<file path="src/hw/rtl/swa_pkg.sv">
// ----------------------------------------------------------------------------
// swa_pkg: shared types and constants of the session window assigner
// payload structs, register map, result queue sizing and time limits
// ----------------------------------------------------------------------------
package swa_pkg;

  localparam int unsigned TIME_W = 63;
  localparam int unsigned ID_W   = 32;
  localparam int unsigned CFG_W  = 32;
  localparam int unsigned ADDR_W = 4;

  localparam logic [TIME_W-1:0] TIME_MAX = {TIME_W{1'b1}};
  localparam logic [ID_W-1:0]   ID_FIRST = ID_W'(1);

  // register indexes, taken from paddr[3:2]
  localparam logic [1:0] REG_IDLE_TIMEOUT  = 2'd0;
  localparam logic [1:0] REG_MAX_LENGTH    = 2'd1;
  localparam logic [1:0] REG_START_INCL    = 2'd2;
  localparam logic [1:0] REG_END_INCL      = 2'd3;

  // result queue
  localparam int unsigned RQ_DEPTH = 4;
  localparam int unsigned RQ_AW    = $clog2(RQ_DEPTH);
  localparam int unsigned RQ_CW    = $clog2(RQ_DEPTH + 1);

  typedef struct packed {
    logic [TIME_W-1:0] row_time;
    logic              start_flag;
    logic              end_flag;
  } swa_in_t;

  typedef struct packed {
    logic [ID_W-1:0]   assigned_session;
    logic [TIME_W-1:0] window_begin;
    logic [TIME_W-1:0] window_finish;
    logic              final_of_row;
  } swa_out_t;

  typedef struct packed {
    logic [CFG_W-1:0] idle_timeout;
    logic [CFG_W-1:0] max_session_length;
    logic             start_inclusive;
    logic             end_inclusive;
  } swa_cfg_t;

  // results of one row handed to the queue
  typedef struct packed {
    logic [1:0] cnt;
    swa_out_t   first;
    swa_out_t   second;
  } swa_push_t;

endpackage

</file>
<file path="src/hw/rtl/swa_cfg.sv">
// ----------------------------------------------------------------------------
// swa_cfg: configuration register file
// apb-style write and read of the four session control registers
// ----------------------------------------------------------------------------
module swa_cfg
  import swa_pkg::*;
(
  input  logic              clk,
  input  logic              rst_n,
  input  logic              psel,
  input  logic              penable,
  input  logic              pwrite,
  input  logic [ADDR_W-1:0] paddr,
  input  logic [CFG_W-1:0]  pwdata,
  output logic [CFG_W-1:0]  prdata,
  output logic              pready,
  output swa_cfg_t          cfg
);

  swa_cfg_t   cfg_r;
  swa_cfg_t   cfg_nxt;
  logic       wr_en;
  logic [1:0] idx;

  assign pready = 1'b1;
  assign wr_en  = psel && penable && pwrite;
  assign idx    = paddr[3:2];
  assign cfg    = cfg_r;

  always_comb begin
    cfg_nxt = cfg_r;
    if (wr_en) begin
      unique case (idx)
        REG_IDLE_TIMEOUT: cfg_nxt.idle_timeout       = pwdata;
        REG_MAX_LENGTH:   cfg_nxt.max_session_length = pwdata;
        REG_START_INCL:   cfg_nxt.start_inclusive    = pwdata[0];
        REG_END_INCL:     cfg_nxt.end_inclusive      = pwdata[0];
        default:          cfg_nxt = cfg_r;
      endcase
    end
  end

  always_comb begin
    unique case (idx)
      REG_IDLE_TIMEOUT: prdata = cfg_r.idle_timeout;
      REG_MAX_LENGTH:   prdata = cfg_r.max_session_length;
      REG_START_INCL:   prdata = {{(CFG_W-1){1'b0}}, cfg_r.start_inclusive};
      REG_END_INCL:     prdata = {{(CFG_W-1){1'b0}}, cfg_r.end_inclusive};
      default:          prdata = '0;
    endcase
  end

  always_ff @(posedge clk) begin
    if (!rst_n) begin
      cfg_r.idle_timeout       <= '0;
      cfg_r.max_session_length <= '0;
      cfg_r.start_inclusive    <= 1'b1;
      cfg_r.end_inclusive      <= 1'b1;
    end else begin
      cfg_r <= cfg_nxt;
    end
  end

endmodule

</file>
<file path="src/hw/rtl/swa_core.sv">
// ----------------------------------------------------------------------------
// swa_core: session state and per-row assignment
// one row per step: close checks, optional reopen, up to two results
// ----------------------------------------------------------------------------
module swa_core
  import swa_pkg::*;
(
  input  logic      clk,
  input  logic      rst_n,
  input  logic      step,
  input  swa_in_t   row,
  input  swa_cfg_t  cfg,
  output swa_push_t push
);

  typedef struct packed {
    logic [ID_W-1:0]   id;
    logic              have;
    logic              act;
    logic              used;
    logic [TIME_W-1:0] wb;
    logic [TIME_W-1:0] wf;
    logic [TIME_W-1:0] idl;
    logic [TIME_W-1:0] szd;
  } sess_t;

  sess_t             sess_r;
  sess_t             sess_nxt;
  sess_t             s;
  logic [TIME_W-1:0] t;
  logic              closed;
  logic              live;
  logic              do_open;
  logic [1:0]        k;
  swa_out_t          r0;
  swa_out_t          r1;

  // saturating time sum
  function automatic logic [TIME_W-1:0] sat_add(logic [TIME_W-1:0] a, logic [CFG_W-1:0] b);
    logic [TIME_W:0] sum;
    sum = {1'b0, a} + {{(TIME_W+1-CFG_W){1'b0}}, b};
    return sum[TIME_W] ? TIME_MAX : sum[TIME_W-1:0];
  endfunction

  function automatic sess_t absorb_row(sess_t st, logic [TIME_W-1:0] tm, logic [CFG_W-1:0] to);
    sess_t n;
    n = st;
    if (!st.used) begin
      n.wb   = tm;
      n.used = 1'b1;
    end
    if (tm >= st.wf) begin
      n.wf  = sat_add(tm, CFG_W'(1));
      n.idl = sat_add(tm, to);
    end
    return n;
  endfunction

  // an empty session hands its id and bounds on
  function automatic sess_t open_sess(sess_t st, logic [TIME_W-1:0] tm, swa_cfg_t c);
    sess_t           n;
    logic [ID_W-1:0] nid;
    n   = st;
    nid = st.have ? st.id + ID_FIRST : ID_FIRST;
    if (nid == '0) begin
      nid = ID_FIRST;
    end
    if (!st.have || st.used) begin
      n.id   = nid;
      n.have = 1'b1;
      n.used = 1'b0;
      n.wb   = '0;
      n.wf   = '0;
    end
    n.act = 1'b1;
    n.idl = sat_add(tm, c.idle_timeout);
    n.szd = sat_add(tm, c.max_session_length);
    return n;
  endfunction

  function automatic swa_out_t emit(sess_t st);
    swa_out_t o;
    o.assigned_session = st.id;
    o.window_begin     = st.wb;
    o.window_finish    = st.wf;
    o.final_of_row     = 1'b0;
    return o;
  endfunction

  assign t    = row.row_time;
  assign live = sess_r.have && sess_r.act;

  always_comb begin
    s      = sess_r;
    k      = 2'd0;
    r0     = '0;
    r1     = '0;
    closed = 1'b0;
    if (live) begin
      closed = 1'b1;
      if (t >= s.szd) begin
        s.wf  = s.szd;
        s.act = 1'b0;
      end else if (t >= s.idl) begin
        s.wf  = s.idl;
        s.act = 1'b0;
      end else if (row.end_flag) begin
        if (cfg.end_inclusive) begin
          s  = absorb_row(s, t, cfg.idle_timeout);
          r0 = emit(s);
          k  = 2'd1;
        end else if (t > s.wf) begin
          s.wf = t;
        end
        s.act = 1'b0;
      end else begin
        closed = 1'b0;
        s      = absorb_row(s, t, cfg.idle_timeout);
        r0     = emit(s);
        k      = 2'd1;
      end
    end
    do_open = row.start_flag && (!live || closed);
    if (do_open) begin
      s = open_sess(s, t, cfg);
      if (cfg.start_inclusive) begin
        s = absorb_row(s, t, cfg.idle_timeout);
        if (k == 2'd0) begin
          r0 = emit(s);
        end else begin
          r1 = emit(s);
        end
        k = k + 2'd1;
      end
    end
    // mark the last result of the row
    if (k == 2'd1) begin
      r0.final_of_row = 1'b1;
    end
    if (k == 2'd2) begin
      r1.final_of_row = 1'b1;
    end
    sess_nxt = s;
  end

  assign push.cnt    = step ? k : 2'd0;
  assign push.first  = r0;
  assign push.second = r1;

  always_ff @(posedge clk) begin
    if (!rst_n) begin
      sess_r <= '0;
    end else if (step) begin
      sess_r <= sess_nxt;
    end
  end

endmodule

</file>
<file path="src/hw/rtl/swa_fifo.sv">
// ----------------------------------------------------------------------------
// swa_fifo: result queue
// takes zero, one or two results per cycle and, while out_stall is low, hands out one beat per cycle
// ----------------------------------------------------------------------------
module swa_fifo
  import swa_pkg::*;
(
  input  logic      clk,
  input  logic      rst_n,
  input  swa_push_t push,
  output logic      room,
  output logic      out_valid,
  input  logic      out_stall,
  output swa_out_t  out_data
);

  swa_out_t         mem [RQ_DEPTH];
  logic [RQ_AW-1:0] wr_ptr_r;
  logic [RQ_AW-1:0] wr_ptr_nxt;
  logic [RQ_AW-1:0] rd_ptr_r;
  logic [RQ_AW-1:0] rd_ptr_nxt;
  logic [RQ_CW-1:0] count_r;
  logic [RQ_CW-1:0] count_nxt;
  logic             pop;

  assign out_valid = (count_r != '0);
  assign out_data  = mem[rd_ptr_r];
  assign pop       = out_valid && !out_stall;
  // space for the two results a row may give
  assign room      = (count_r <= RQ_CW'(RQ_DEPTH - 2));

  assign wr_ptr_nxt = wr_ptr_r + RQ_AW'(push.cnt);
  assign rd_ptr_nxt = rd_ptr_r + RQ_AW'(pop);
  assign count_nxt  = count_r + RQ_CW'(push.cnt) - RQ_CW'(pop);

  always_ff @(posedge clk) begin
    if (push.cnt != 2'd0) begin
      mem[wr_ptr_r] <= push.first;
    end
    if (push.cnt == 2'd2) begin
      mem[wr_ptr_r + RQ_AW'(1)] <= push.second;
    end
  end

  always_ff @(posedge clk) begin
    if (!rst_n) begin
      wr_ptr_r <= '0;
      rd_ptr_r <= '0;
      count_r  <= '0;
    end else begin
      wr_ptr_r <= wr_ptr_nxt;
      rd_ptr_r <= rd_ptr_nxt;
      count_r  <= count_nxt;
    end
  end

endmodule

</file>
<file path="src/hw/rtl/session_window_assigner.sv">
// ----------------------------------------------------------------------------
// session_window_assigner: streaming session window assignment
// rows in, session id and window bounds out, one apb-style register port
// ----------------------------------------------------------------------------
// usage
//   in_valid/in_stall/in_data carry one row per beat (event time, start and
//   end flags); out_valid/out_stall/out_data carry one result per beat.
//   a row gives zero, one or two results; final_of_row marks the last one.
//   psel/penable/pwrite/paddr/pwdata/prdata/pready write and read the idle
//   timeout, maximum length and the two inclusive bits at 0x0, 0x4, 0x8, 0xc;
//   change them only while no row is in flight.
// path: a row accepted into the row stage is processed from there by the core,
//   which writes its results into the result queue that drives out_data.
// throughput: one row per cycle as long as rows give at most one result and
//   out_stall stays low; the single result port sets the rate, so a two-result
//   row leaves as two beats, and the row stage waits while under two entries are free.
// reset (rst_n low, synchronous): no session, empty queue, timeouts 0,
//   both inclusive bits 1.
// out_stall: results build up in a four-entry queue; once fewer than two
//   free entries remain the held row waits and in_stall rises.
// ----------------------------------------------------------------------------
module session_window_assigner
  import swa_pkg::*;
(
  input  logic              clk,
  input  logic              rst_n,
  // row channel
  input  logic              in_valid,
  output logic              in_stall,
  input  swa_in_t           in_data,
  // result channel
  output logic              out_valid,
  input  logic              out_stall,
  output swa_out_t          out_data,
  // register port
  input  logic              psel,
  input  logic              penable,
  input  logic              pwrite,
  input  logic [ADDR_W-1:0] paddr,
  input  logic [CFG_W-1:0]  pwdata,
  output logic [CFG_W-1:0]  prdata,
  output logic              pready
);

  swa_cfg_t  cfg;
  swa_push_t push;
  swa_in_t   stg_r;
  logic      stg_vld_r;
  logic      stg_vld_nxt;
  logic      room;
  logic      proceed;
  logic      accept;

  // register file
  swa_cfg u_cfg (
    .clk     (clk),
    .rst_n   (rst_n),
    .psel    (psel),
    .penable (penable),
    .pwrite  (pwrite),
    .paddr   (paddr),
    .pwdata  (pwdata),
    .prdata  (prdata),
    .pready  (pready),
    .cfg     (cfg)
  );

  // row stage: holds the accepted beat until the queue can take its results
  assign proceed     = stg_vld_r && room;
  assign in_stall    = stg_vld_r && !room;
  assign accept      = in_valid && !in_stall;
  assign stg_vld_nxt = accept ? 1'b1 : (proceed ? 1'b0 : stg_vld_r);

  always_ff @(posedge clk) begin
    if (!rst_n) begin
      stg_vld_r <= 1'b0;
    end else begin
      stg_vld_r <= stg_vld_nxt;
    end
  end

  always_ff @(posedge clk) begin
    if (accept) begin
      stg_r <= in_data;
    end
  end

  // session state update and result forming, one row per step
  swa_core u_core (
    .clk   (clk),
    .rst_n (rst_n),
    .step  (proceed),
    .row   (stg_r),
    .cfg   (cfg),
    .push  (push)
  );

  // result queue in front of the output port
  swa_fifo u_fifo (
    .clk       (clk),
    .rst_n     (rst_n),
    .push      (push),
    .room      (room),
    .out_valid (out_valid),
    .out_stall (out_stall),
    .out_data  (out_data)
  );

`ifndef SYNTHESIS
  // a held row keeps its contents until it is processed
  a_stage_hold: assert property (@(posedge clk) disable iff (!rst_n)
    stg_vld_r && !room |=> stg_vld_r && $stable(stg_r))
    else $error("row stage lost or changed a waiting row");

  // only opened sessions produce results, so the id is never zero
  a_id_nonzero: assert property (@(posedge clk) disable iff (!rst_n)
    out_valid |-> out_data.assigned_session != '0)
    else $error("result with session id zero");

  // with two results only the second closes the row
  a_final_mark: assert property (@(posedge clk) disable iff (!rst_n)
    push.cnt == 2'd2 |-> !push.first.final_of_row && push.second.final_of_row)
    else $error("final_of_row misplaced on a two-result row");

  // a row whose results are pushed must have been waiting in the stage
  a_push_src: assert property (@(posedge clk) disable iff (!rst_n)
    push.cnt != 2'd0 |-> $past(stg_vld_nxt) && room)
    else $error("results pushed without a held row");
`endif

endmodule

</file>
<file path="config.mk">
export PLATFORM = sky130hd
export DESIGN_NAME = session_window_assigner
export DESIGN_NICKNAME = d
export VERILOG_FILES = /design/src/hw/rtl/swa_pkg.sv /design/src/hw/rtl/swa_cfg.sv /design/src/hw/rtl/swa_core.sv /design/src/hw/rtl/swa_fifo.sv /design/src/hw/rtl/session_window_assigner.sv
export SDC_FILE = /design/constraint.sdc
export NUM_CORES = 2
export LEC_CHECK = 0
export BUFFER_PORTS_ARGS = -buffer_cell sky130_fd_sc_hd__buf_2
export CORE_ASPECT_RATIO = 1.5
export CORE_MARGIN = 3
export CORE_UTILIZATION = 51
export CTS_BUF_LIST = sky130_fd_sc_hd__clkbuf_8 sky130_fd_sc_hd__clkbuf_16
export CTS_CLUSTER_SIZE = 10
export DETAILED_ROUTE_END_ITERATION = 12
export GPL_TIMING_DRIVEN = 0
export PLACE_DENSITY = 0.68
export SETUP_SLACK_MARGIN = 0.3
export SLEW_MARGIN = 20
export SYNTH_ARGS = -nofsm -noshare
export SYNTH_HDL_FRONTEND = slang
export SYNTH_HIERARCHICAL = 1
export SYNTH_SLANG_ARGS = --single-unit
</file>
<file path="constraint.sdc">
create_clock -name clk -period 18.45 [get_ports clk]
set_input_delay 0.9225 -clock clk [delete_from_list [all_inputs] [get_ports clk]]
set_output_delay 0.9225 -clock clk [all_outputs]
set_load 0.02 [all_outputs]
</file>
==> metrics.yaml <==
outcome: "completed"
global_route.usage.total: 0.492
gp_routability_congestion: 1.12
ys_top_cells_by_count: "edfxtp_1, mux2_2, nand2_1"
netlist.top_cell.by_area: "edfxtp_1"
ffs_latches_synth: 1062
final_area_um2: 75900
slew_viol_final: 0
synth-async-reset-ratio: 0
detailed_place_hpwl_um: 260000
yosysWarnings: 6
hp-class: "in2reg"
worst_r2r_path_depth: 30
postPlaceCellArea_um2: 72000
yosys.cell_count.top_type: "edfxtp_1"
critical_path_required_ns: 19.10
grt_pass1_wl_um: 468000
clk_path_buf_depth: 3
regToRegStartpoint: "stg_r[2]$_DFFE_PP_"
critical-path-max-stage-delay_ns: 0.88
clkTransAtPathRegs_ns: 0.06
std_cell_rows: 162
buffer_ports.inserted: 296
period_share: 0.735
die_boundary_width_um: 302
synth_top_cell_area_share: 0.314
yosysSeqAreaShare: 0.421
core_area_um2: 130000
clock_sinks: 1062
synth_top_flop_cell: "edfxtp_1"
worstMarginPinSlew_ns: 1.41
post-place-cells: 8371
setup.worst_path.end_class: "flip-flop"
synthesis.area_um2: 67100
grt_antenna_before_repair: 34
ant_nets: 0
finalNetCount: 7211
grt_pass1_vias: 60909
setup.worst_path.start: "stg_r[2]$_DFFE_PP_"
vias: 61747
setup_tns_ns: 0
finalSetupViolCount: 0
cts-htree-levels: 3
ys_types: 110
critical_path.max_fanout: 11
via_per_inst: 7.14
grt_start_max_net_pins: 24
fp.dieH_um: 450
drive_gt1_frac: 0.217
effective_utilization_at_floorplan: 0.515
drt_wl_total_um: 341000
hold_fix_buffer_count_after_cts: 0
area_of_the_die_um2: 136000
cts_inserted_buffers: 120
flow.area_growth_from_synthesis_pct: 13.2
avgRoutedWirePerCell_um: 39.4
rsz0062_at_grt: "no"
slew_headroom: 0.0547
drt_first_pass_iters: 10
p_leak_nw: 28.0
cp_slowest_cell: "clkbuf_1"
detail_route.iter0.violations: 7635
synthTopCellsByArea: "edfxtp_1, dfxtp_1, mux2_2, ha_1, mux4_2"
remaining_drc_errors: 0
hold-path-cell-count: 1
critical_path_class: "reg2reg"
final_hold_viol_count: 0
per_instance_average_area_after_synthesis_um2: 10.7
cts_tree: "yes"
worst_ep_arrival_time_ns: 14.22
cts_resized: 0
number_of_flops_mapped_to_enable_cells_by_yosys: 701
grt.overflow.total: 0
cell_family_with_most_cp_delay: "buffers and inverters"
pwr_density_cell_nw_per_um2: 93.2
root_buffer: "clkbuf_16"
worstPathBufferInverterCount: 7
insertion_delay_ns: 0.82
layout_min_cycle_time_ns: 13.57
layout.cells.non_filler: 8644
min_delay_worst_endpoint: "stg_r[26]$_DFFE_PP_"
max_clock_freq_ghz: 0.0737
timing.rr.end: "u_fifo/mem[2][15]$_DFFE_PP_"
skew_ns: 0.0415
cts_setup_buffers: 0
ir_worst_vdd_mv: 0.0832
hold_path_startpoint: "in_data[26]"
startpoint_type: "flip-flop"
max_cap_viol_count: 0
count_of_boundary_i_o_pins: 302
setup.reg_to_reg.worst_slack_ns: 4.88
syn-instance-count: 6291
synth.net_count: 6724
worstSetupPathDepth: 30
cells in the final DEF, fill, tap and decap left out, types with 209 or more instances in the layout:
cell type    n
edfxtp_1   701
mux2_2     543
nand2_1    440
nor2_1     421
buf_2      389
dfxtp_1    361
ha_1       322
inv_1      318
a21oi_1    298
clkbuf_1   283
o21ai_0    209
metrics by stage:
stage	util	worst slack [ns]	hold WS, ns	power (W)
after floorplan	-	2.23	0.432	0.00392
after global placement	0.543	-12.19	0.445	0.00473
after detailed placement	0.552	5.89	0.449	0.00475
after CTS	0.581	5.81	0.266	0.00698
after global routing	0.582	5.27	0.273	0.00723
final	0.583	4.88	0.279	0.00708
area by class of cell:
type / instances / area [µm²]
diodes: 40 / 100
plain buffers: 477 / 2160
clock buffers: 129 / 3160
clock inverters: 97 / 498
fillers: 10835 / 54400
inverters: 237 / 890
multi-input cells: 4515 / 36100
flip-flops and latches: 1062 / 28300
well taps: 1722 / 2150
repair buffers: 365 / 2640
worst max-delay path by stage:
stage,to,slack (ns)
finish,u_fifo/mem[2][15]$_DFFE_PP_,4.88
global route,u_fifo/mem[2][15]$_DFFE_PP_,5.27
CTS,u_fifo/mem[2][15]$_DFFE_PP_,5.81
detailed placement,u_fifo/mem[2][15]$_DFFE_PP_,5.89
global placement,u_fifo/mem[0][85]$_DFFE_PP_,-12.19
floorplan,u_fifo/mem[0][0]$_DFFE_PP_,2.23
layer usage:
layer,routed length (µm),global-route usage,vias to the layer above
met2,156000,0.777,4678
met5,117,0.00361,-
met4,42200,0.486,8
met3,32700,0.129,1645
met1,110000,0.522,30328
li1,-,-,25088
registers in the layout (all words and copies together) (netlist names):
register,count
u_fifo/wr_ptr_r,2
u_fifo/count_r,3
u_cfg/cfg,66
u_fifo/mem,636
u_core/sess_r,287
stg_r,65
u_fifo/rd_ptr_r,2
stg_vld_r,1
cells by family (layout without fill, tap and decap cells):
kind of cell / count (synthesis) / in the layout / synth area share
AOI/OAI and AO/OA: 1421 / 1421 / 0.150
xor gates and xnor gates: 188 / 188 / 0.0245
adders and majority gates: 325 / 325 / 0.0609
buffers and inverters: 714 / 1305 / 0.0449
DFF: 1062 / 1062 / 0.421
muxes: 914 / 914 / 0.178
other: 1 / 41 / 0.0000559
and+or+nand+nor: 1666 / 1666 / 0.120
power breakdown:
group / leakage, nW / internal, W / switching [W]
combinational: 16.6 / 0.000656 / 0.00135
clock: 2.09 / 0.00123 / 0.00103
sequential: 9.31 / 0.00266 / 0.000158
Power figures use the tool's default switching activity.
